--- config.mk ---
export PLATFORM = sky130hd
export DESIGN_NAME = imu_frame_deframer_flat
export DESIGN_NICKNAME = d
export VERILOG_FILES = /design/src/design/ifd_pkg.sv /design/src/design/ifd_channels.sv /design/src/design/imu_frame_deframer.sv /design/src/design/ifd_collector.sv /design/src/design/ifd_out_stage.sv /design/src/flat_wrapper.sv
export SDC_FILE = /design/constraint.sdc
export NUM_CORES = 1
export LEC_CHECK = 0
export ABC_AREA = 1
export BUFFER_PORTS_ARGS = -buffer_cell sky130_fd_sc_hd__buf_4
export CORE_MARGIN = 2
export CORE_UTILIZATION = 45
export CTS_BUF_LIST = sky130_fd_sc_hd__clkbuf_4
export DETAILED_ROUTE_END_ITERATION = 10
export PLACE_DENSITY = 0.68
export SETUP_SLACK_MARGIN = 0.05
export SLEW_MARGIN = 5
export SYNTH_ARGS = -nofsm -noshare
export SYNTH_HDL_FRONTEND = slang
export SYNTH_SLANG_ARGS = --single-unit
--- constraint.sdc ---
create_clock -name i_clk -period 3.3 [get_ports i_clk]
set_input_delay 0.33 -clock i_clk [delete_from_list [all_inputs] [get_ports i_clk]]
set_output_delay 0.33 -clock i_clk [all_outputs]
set_load 0.005 [all_outputs]
--- src/design/ifd_pkg.sv ---
// ----------------------------------------------------------------------------
// ifd_pkg
// Shared types, constants and helpers for the IMU frame deframer.
// ----------------------------------------------------------------------------
package ifd_pkg;

    // Frame layout: twelve payload bytes, the first eleven are held in a store.
    localparam int PAYLOAD_BYTES = 12;
    localparam int STORE_DEPTH   = PAYLOAD_BYTES - 1;
    localparam int CNT_W         = $clog2(STORE_DEPTH);

    // Configuration port.
    localparam int CFG_IDX_W  = 2;
    localparam int CFG_DATA_W = 8;

    localparam logic [CFG_IDX_W-1:0] REG_START_MARKER = CFG_IDX_W'(0);
    localparam logic [CFG_IDX_W-1:0] REG_LE_MODE      = CFG_IDX_W'(1);

    localparam logic [7:0] START_MARKER_RST = 8'hAA;
    localparam logic       LE_MODE_RST      = 1'b1;

    typedef logic [7:0] t_byte;
    typedef t_byte      t_frame [PAYLOAD_BYTES];

    // One result item: six signed samples.
    typedef struct packed {
        logic signed [15:0] accel_x;
        logic signed [15:0] accel_y;
        logic signed [15:0] accel_z;
        logic signed [15:0] gyro_x;
        logic signed [15:0] gyro_y;
        logic signed [15:0] gyro_z;
    } t_imu_sample;

    // Status from the collector to the top level and the output stage.
    typedef struct packed {
        logic last_slot;   // next payload byte completes the frame
        logic frame_done;  // this cycle's transfer completed a frame
    } t_col_status;

    // Build one sample from two consecutive payload bytes.
    function automatic logic signed [15:0] pair_to_sample(input t_byte first,
                                                           input t_byte second,
                                                           input logic  le_mode);
        logic [15:0] v;
        begin
            v = le_mode ? {second, first} : {first, second};
            return $signed(v);
        end
    endfunction

endpackage

--- src/design/ifd_channels.sv ---
// ----------------------------------------------------------------------------
// ifd_channels
// Valid/ready channel interfaces for the byte input and the sample output.
// ----------------------------------------------------------------------------
interface imu_byte_if;
    import ifd_pkg::*;
    logic  valid;
    logic  ready;
    t_byte data;

    modport source (output valid, output data, input ready);
    modport sink   (input valid, input data, output ready);
endinterface

interface imu_sample_if;
    import ifd_pkg::*;
    logic        valid;
    logic        ready;
    t_imu_sample data;

    modport source (output valid, output data, input ready);
    modport sink   (input valid, input data, output ready);
endinterface

--- src/design/imu_frame_deframer.sv ---
// ----------------------------------------------------------------------------
// imu_frame_deframer
// Byte-stream deframer for six-axis IMU frames.
// ----------------------------------------------------------------------------
// The block takes one byte per cycle. While hunting it drops bytes until one
// equals the start marker; the next twelve bytes are payload, whatever their
// values, and the twelfth produces one result of six signed 16-bit samples
// (accel x/y/z, gyro x/y/z) in the byte order set by the little-endian bit.
// Each byte is handled as it arrives: the counter and payload store update on
// the transfer, and the completed frame goes straight into a one-deep result
// register, so a result appears the cycle after its last byte. Input stays
// ready every cycle except when the final payload byte is due and the result
// register holds a result that the sink is not taking in that same cycle.
// Configure only while idle.
// ----------------------------------------------------------------------------
module imu_frame_deframer
    import ifd_pkg::*;
(
    input  logic                  i_clk,
    input  logic                  i_rst_n,
    input  logic                  i_cfg_we,
    input  logic [CFG_IDX_W-1:0]  i_cfg_idx,
    input  logic [CFG_DATA_W-1:0] i_cfg_data,
    imu_byte_if.sink              i_in,
    imu_sample_if.source          o_out
);

    t_byte       r_start_marker;
    logic        r_le_mode;
    t_col_status col_status;
    t_frame      frame;
    logic        can_load;
    logic        xfer;

    // Configuration registers; writes to unknown indexes are ignored.
    always_ff @(posedge i_clk) begin
        if (!i_rst_n) begin
            r_start_marker <= START_MARKER_RST;
            r_le_mode      <= LE_MODE_RST;
        end else if (i_cfg_we) begin
            case (i_cfg_idx)
                REG_START_MARKER: r_start_marker <= i_cfg_data[7:0];
                REG_LE_MODE:      r_le_mode      <= i_cfg_data[0];
                default:          ;
            endcase
        end
    end

    // Only the frame-closing byte needs room in the result register.
    assign i_in.ready = !col_status.last_slot || can_load;
    assign xfer       = i_in.valid && i_in.ready;

    ifd_collector u_collector (
        .i_clk          (i_clk),
        .i_rst_n        (i_rst_n),
        .i_xfer         (xfer),
        .i_byte         (i_in.data),
        .i_start_marker (r_start_marker),
        .o_status       (col_status),
        .o_frame        (frame)
    );

    ifd_out_stage u_out_stage (
        .i_clk      (i_clk),
        .i_rst_n    (i_rst_n),
        .i_load     (col_status.frame_done),
        .i_frame    (frame),
        .i_le_mode  (r_le_mode),
        .o_can_load (can_load),
        .o_out      (o_out)
    );

endmodule

--- src/design/ifd_collector.sv ---
// ----------------------------------------------------------------------------
// ifd_collector
// Marker hunt, payload byte counter and payload store.
// ----------------------------------------------------------------------------
module ifd_collector
    import ifd_pkg::*;
(
    input  logic        i_clk,
    input  logic        i_rst_n,
    input  logic        i_xfer,
    input  t_byte       i_byte,
    input  t_byte       i_start_marker,
    output t_col_status o_status,
    output t_frame      o_frame
);

    logic             r_hunting;
    logic [CNT_W-1:0] r_count;
    t_byte            r_store [STORE_DEPTH];

    logic             n_hunting;
    logic [CNT_W-1:0] n_count;
    logic             last_slot;

    assign last_slot = !r_hunting && (r_count == CNT_W'(STORE_DEPTH));

    // Next state of the hunt flag and the byte counter.
    always_comb begin
        n_hunting = r_hunting;
        n_count   = r_count;
        if (i_xfer) begin
            if (r_hunting) begin
                if (i_byte == i_start_marker) begin
                    n_hunting = 1'b0;
                    n_count   = '0;
                end
            end else if (last_slot) begin
                n_hunting = 1'b1;
                n_count   = '0;
            end else begin
                n_count = r_count + CNT_W'(1);
            end
        end
    end

    always_ff @(posedge i_clk) begin
        if (!i_rst_n) begin
            r_hunting <= 1'b1;
            r_count   <= '0;
        end else begin
            r_hunting <= n_hunting;
            r_count   <= n_count;
        end
    end

    // Payload store: one byte written per transfer while collecting, except the frame-closing byte.
    always_ff @(posedge i_clk) begin
        if (i_xfer && !r_hunting && !last_slot) begin
            r_store[r_count] <= i_byte;
        end
    end

    // The full frame is the stored bytes plus the byte now arriving.
    always_comb begin
        for (int k = 0; k < STORE_DEPTH; k++) begin
            o_frame[k] = r_store[k];
        end
        o_frame[STORE_DEPTH] = i_byte;
    end

    assign o_status.last_slot  = last_slot;
    assign o_status.frame_done = i_xfer && last_slot;

endmodule

--- src/design/ifd_out_stage.sv ---
// ----------------------------------------------------------------------------
// ifd_out_stage
// Sample assembly and the result register on the output channel.
// ----------------------------------------------------------------------------
module ifd_out_stage
    import ifd_pkg::*;
(
    input  logic         i_clk,
    input  logic         i_rst_n,
    input  logic         i_load,
    input  t_frame       i_frame,
    input  logic         i_le_mode,
    output logic         o_can_load,
    imu_sample_if.source o_out
);

    logic        r_valid;
    t_imu_sample r_data;
    t_imu_sample n_data;

    // The register can take a new result when empty or being drained.
    assign o_can_load = !r_valid || o_out.ready;

    // Pair up consecutive payload bytes in the configured byte order.
    always_comb begin
        n_data.accel_x = pair_to_sample(i_frame[0],  i_frame[1],  i_le_mode);
        n_data.accel_y = pair_to_sample(i_frame[2],  i_frame[3],  i_le_mode);
        n_data.accel_z = pair_to_sample(i_frame[4],  i_frame[5],  i_le_mode);
        n_data.gyro_x  = pair_to_sample(i_frame[6],  i_frame[7],  i_le_mode);
        n_data.gyro_y  = pair_to_sample(i_frame[8],  i_frame[9],  i_le_mode);
        n_data.gyro_z  = pair_to_sample(i_frame[10], i_frame[11], i_le_mode);
    end

    always_ff @(posedge i_clk) begin
        if (!i_rst_n) begin
            r_valid <= 1'b0;
        end else if (i_load) begin
            r_valid <= 1'b1;
        end else if (o_out.ready) begin
            r_valid <= 1'b0;
        end
    end

    always_ff @(posedge i_clk) begin
        if (i_load) begin
            r_data <= n_data;
        end
    end

    assign o_out.valid = r_valid;
    assign o_out.data  = r_data;

endmodule

--- src/flat_wrapper.sv ---
// flat-port wrapper written by rule: the top's interface ports become plain ports
module imu_frame_deframer_flat import ifd_pkg::*;
  (i_clk, i_rst_n, i_cfg_we, i_cfg_idx, i_cfg_data, i_in_valid, i_in_data, i_in_ready, o_out_valid, o_out_data, o_out_ready);
  imu_byte_if i_in_i ();
  imu_sample_if o_out_i ();
  input  logic i_clk;
  input  logic i_rst_n;
  input  logic i_cfg_we;
  input  logic [CFG_IDX_W-1:0] i_cfg_idx;
  input  logic [CFG_DATA_W-1:0] i_cfg_data;
  input wire logic [$bits(i_in_i.valid)-1:0] i_in_valid;
  input wire logic [$bits(i_in_i.data)-1:0] i_in_data;
  output wire logic [$bits(i_in_i.ready)-1:0] i_in_ready;
  output wire logic [$bits(o_out_i.valid)-1:0] o_out_valid;
  output wire logic [$bits(o_out_i.data)-1:0] o_out_data;
  input wire logic [$bits(o_out_i.ready)-1:0] o_out_ready;
  assign i_in_i.valid = i_in_valid;
  assign i_in_i.data = i_in_data;
  assign i_in_ready = i_in_i.ready;
  assign o_out_valid = o_out_i.valid;
  assign o_out_data = o_out_i.data;
  assign o_out_i.ready = o_out_ready;
  imu_frame_deframer u_core (.i_clk(i_clk), .i_rst_n(i_rst_n), .i_cfg_we(i_cfg_we), .i_cfg_idx(i_cfg_idx), .i_cfg_data(i_cfg_data), .i_in(i_in_i), .o_out(o_out_i));
endmodule
==> out/results.tsv <==
stage	metric	value	unit
floorplan	die_y	133	microns
synth	netlist_area	7540	sq um
place	place_inst	906	
floorplan	coreArea	16500	sq um
synth	synth_warnings	0	
place	place.gp.congestion	0.768	
floorplan	fp-row-count	47	
synth	synth_seq_cells	199	
setup_path	cp-endpoint	u_core.u_out_stage.o_out.data[81]	
power_and_ir_drop	power.density	450	nW/um^2
grt	grt_use_total	16.7	%
power_and_ir_drop	power_frac_comb	3.7	%
drt	dr_total_vias	4469	
cts	h-tree-depth	4	
sta	fin_crit	2.58	ns
sta	rsz0062_at_grt	false	
cts	clk_pin_slew	0.15	ns
sta	slew_violations	0	
setup_path	cp.arrival	2.87	ns
drt	drtIter0Drc	311	
floorplan	die_w	133	microns
grt	first_global_vias	4463	
grt	gr-total-overflow	0	
cts	cts.repair.resized	0	
sta	setup-tns-final	0	ns
synth	synth.distinct_cells	20	
setup_path	path_cells	ha_1 -> inv_1 -> nor2_4 -> nand2_2 -> nand2_4 -> nor2_4 -> nand2_1 -> clkinvlp_4 -> buf_12	
setup_path	regToRegSetupSlack	0.72	ns
drt	viasPerCell	4.69	
setup_path	crit_type	reg2reg	
power_and_ir_drop	intPower	3.29	mW
cells_and_area	layout.nets	745	
power_and_ir_drop	power_frac_seq	67.0	%
cells_and_area	nFillCells	1362	
place	placed_area	8750	sq um
cts	cts_made_buffers	17	
sta	period_share	78.2	%
cts	clock_sinks	199	
synth	synthCells	576	
cells_and_area	drive_gt1_share	23.8	%
setup_path	crit_fanout	37	
synth	syn-num-nets	603	
outcome	outcome	complete, no violations	
cts	clk_latency	0.55	ns
cts	cts_buffer_depth	2	
setup_path	r2r-end	u_core.u_out_stage.o_out.data[81]	
cells_and_area	fin_cells	952	
sta	relSlewSlack	55.8	%
cells_and_area	final_area	9160	sq um
floorplan	pin_count	121	
setup_path	slowest_delay	0.57	ns
drt	drt-total-wl	14.4	mm
sta	max_slew.worst_pin.slew	0.661	ns
sta	finalClockSkew	0.0260	ns
power_and_ir_drop	peakVddDrop	0.191	mV
setup_path	r2r_cells	9	
drt	post_drt_wl_per_cell	15.1	microns
synth	ys_seq_area_share	77.3	%
sta	fin_hold_ws	0.0799	ns
setup_path	r2r_start	u_core.u_collector.r_count[0]	
grt	antenna_found_initial	1	
grt	grt_pass1_wl	22.6	mm
place	dp_hpwl	9.70	mm
floorplan	dieArea	17800	sq um
sta	setup_viol	0	
run	maxCapViolCount	0	
cts	hold_buffers	13	
drt	remaining_drc_errors	0	
drt	drt_first_pass_iters	4	
setup_path	cp.required	3.59	ns
setup_path	slowest_stage	clkinvlp_4	
setup_path	crit_path_start	u_core.u_collector.r_count[0]	
min_path	hold_class	in2reg	
power_and_ir_drop	total_power	4.12	mW
cts	cts_root_buf	clkbuf_4	
power_and_ir_drop	sw_frac_of_total	20.1	%
grt	grt_max_degree	125	
sta	timing.final.hold_violations	0	
power_and_ir_drop	p_leak	3.55	nW
place	port_buffers	120	
cts	postCtsSetupRepairBufs	0	
floorplan	start_util	45.8	%
setup_path	end_kind	flip-flop	
setup_path	cpMostUsedCell	nor2_4	
drt	ant_nets	0	
power_and_ir_drop	power.switching	0.827	mW
cts	cts_tree	done	
power_and_ir_drop	clkPwrFrac	29.3	%
setup_path	cp-start-kind	flip-flop	
synth	avgSynthCellArea	13.1	sq um
cells_and_area	area_growth	21.5	%
sta	fmax	388	MHz
## cell usage after synthesis
cell / n / area [sq um]
buf_2: 15 / 75.1
nor2_1: 58 / 218
inv_1: 67 / 251
xnor2_1: 5 / 43.8
nor3_1: 11 / 55.1
edfxtp_1: 184 / 5530
ha_1: 4 / 50.1
nand3_4: 1 / 17.5
dfxtp_1: 15 / 300
o21ai_0: 55 / 275
nand2_4: 1 / 11.3
nand2_1: 76 / 285
inv_2: 3 / 11.3
o211ai_1: 2 / 15.0
xor2_1: 1 / 8.76
nand2_2: 2 / 12.5
a21oi_1: 56 / 280
nor2_4: 2 / 22.5
clkbuf_1: 9 / 33.8
nand3_1: 9 / 45.0
## per-layer routing
| metal | wire [microns] | up-vias | GRT usage [%] |
|---|---|---|---|
| met5 | 0 | - | 0 |
| met4 | 109 | 0 | 5.32 |
| met3 | 786 | 6 | 4.49 |
| met2 | 7580 | 111 | 29.6 |
| met1 | 5940 | 2088 | 19.8 |
| li1 | - | 2264 | - |
## metrics by stage
| stage | util [%] | worst slack, ns |
|---|---|---|
| after global routing | 55.6 | 0.544 |
| after floorplan | - | 0.405 |
| after CTS | 55.6 | 0.748 |
| after global placement | 53.2 | 0.967 |
| after detailed placement | 53.2 | 0.804 |
| final | 55.6 | 0.721 |
## kinds of logic (layout without fill, tap and decap cells)
logic type | after synthesis | in the layout | share of synthesized area, %
AOI/OAI and AO/OA | 113 | 113 | 7.57
xor gates and xnor gates | 6 | 6 | 0.697
adders and majority gates | 4 | 4 | 0.664
buffers and inverters | 94 | 249 | 4.93
DFF | 199 | 199 | 77.3
other | 0 | 1 | 0
and+or+nand+nor | 160 | 160 | 8.85
## flip-flops by register name, summed over array words and instances, names as in the netlist
name,count
u_core.u_out_stage.o_out.data,96
u_core.u_collector.r_store,88
u_core.r_start_marker,8
u_core.u_collector.r_count,4
u_core.r_le_mode,1
u_core.u_collector.r_hunting,1
u_core.u_out_stage.o_out.valid,1
## power by group through the flow
stage	clock (mW)	combinational, mW	sequential (mW)
4_1_cts	1.25	0.153	2.76
6_report	1.21	0.151	2.76
3_3_place_gp	0	0.136	2.82
3_5_place_dp	0	0.141	2.82
2_1_floorplan	0	0.0867	2.81
5_1_grt	1.33	0.171	2.77
## worst min path at each step
| stage | start | endpoint | slack, ns | depth (start not counted) |
|---|---|---|---|---|
| 2_1_floorplan | i_in_data[0] | u_core.u_collector.r_store[0][0] | 0.43 | 0 |
| 3_3_place_gp | u_core.r_start_marker[7] | u_core.r_start_marker[7] | 0.46 | 2 |
| 3_5_place_dp | u_core.r_start_marker[4] | u_core.r_start_marker[4] | 0.47 | 2 |
| 4_1_cts | i_cfg_data[4] | u_core.r_start_marker[4] | 0.02 | 3 |
| 5_1_grt | i_in_data[5] | u_core.u_collector.r_store[2][5] | 0.03 | 1 |
| 6_report | i_cfg_data[4] | u_core.r_start_marker[4] | 0.08 | 3 |
## worst max-delay path: cells and delay by family, from the launching register on
kind                     cells  cell delay (ns)
buffers and inverters        3             1.10
adder cells (fa/ha/maj)      1             0.22
AND/OR/NAND/NOR              5             0.50
flip-flops                   1             0.47
## area by class of cell
class                      instances  area [sq um]  share of cell area, %
sequential                       199          5830                   63.7
inverter                          70           267                   2.91
multi-input combinational        283          1340                   14.6
tap                              220           275                   3.01
timing repair buffer             147          1170                   12.8
antenna                            1          2.50                 0.0273
clock buffer                      22           165                   1.80
clock inverter                    10           104                   1.13
## layout by cell type, fill, tap and decap left out, drive strengths merged
master	instances
nand2	79
nor2	60
clkinvlp	1
edfxtp	184
a21oi	56
ha	4
diode	1
nor3	11
buf	134
clkbuf	22
o211ai	2
bufinv	2
dlygate4sd3	13
inv	70
dfxtp	15
xnor2	5
o21ai	55
clkinv	7
nand3	10
xor2	1
(Power assumes the default switching activity.)
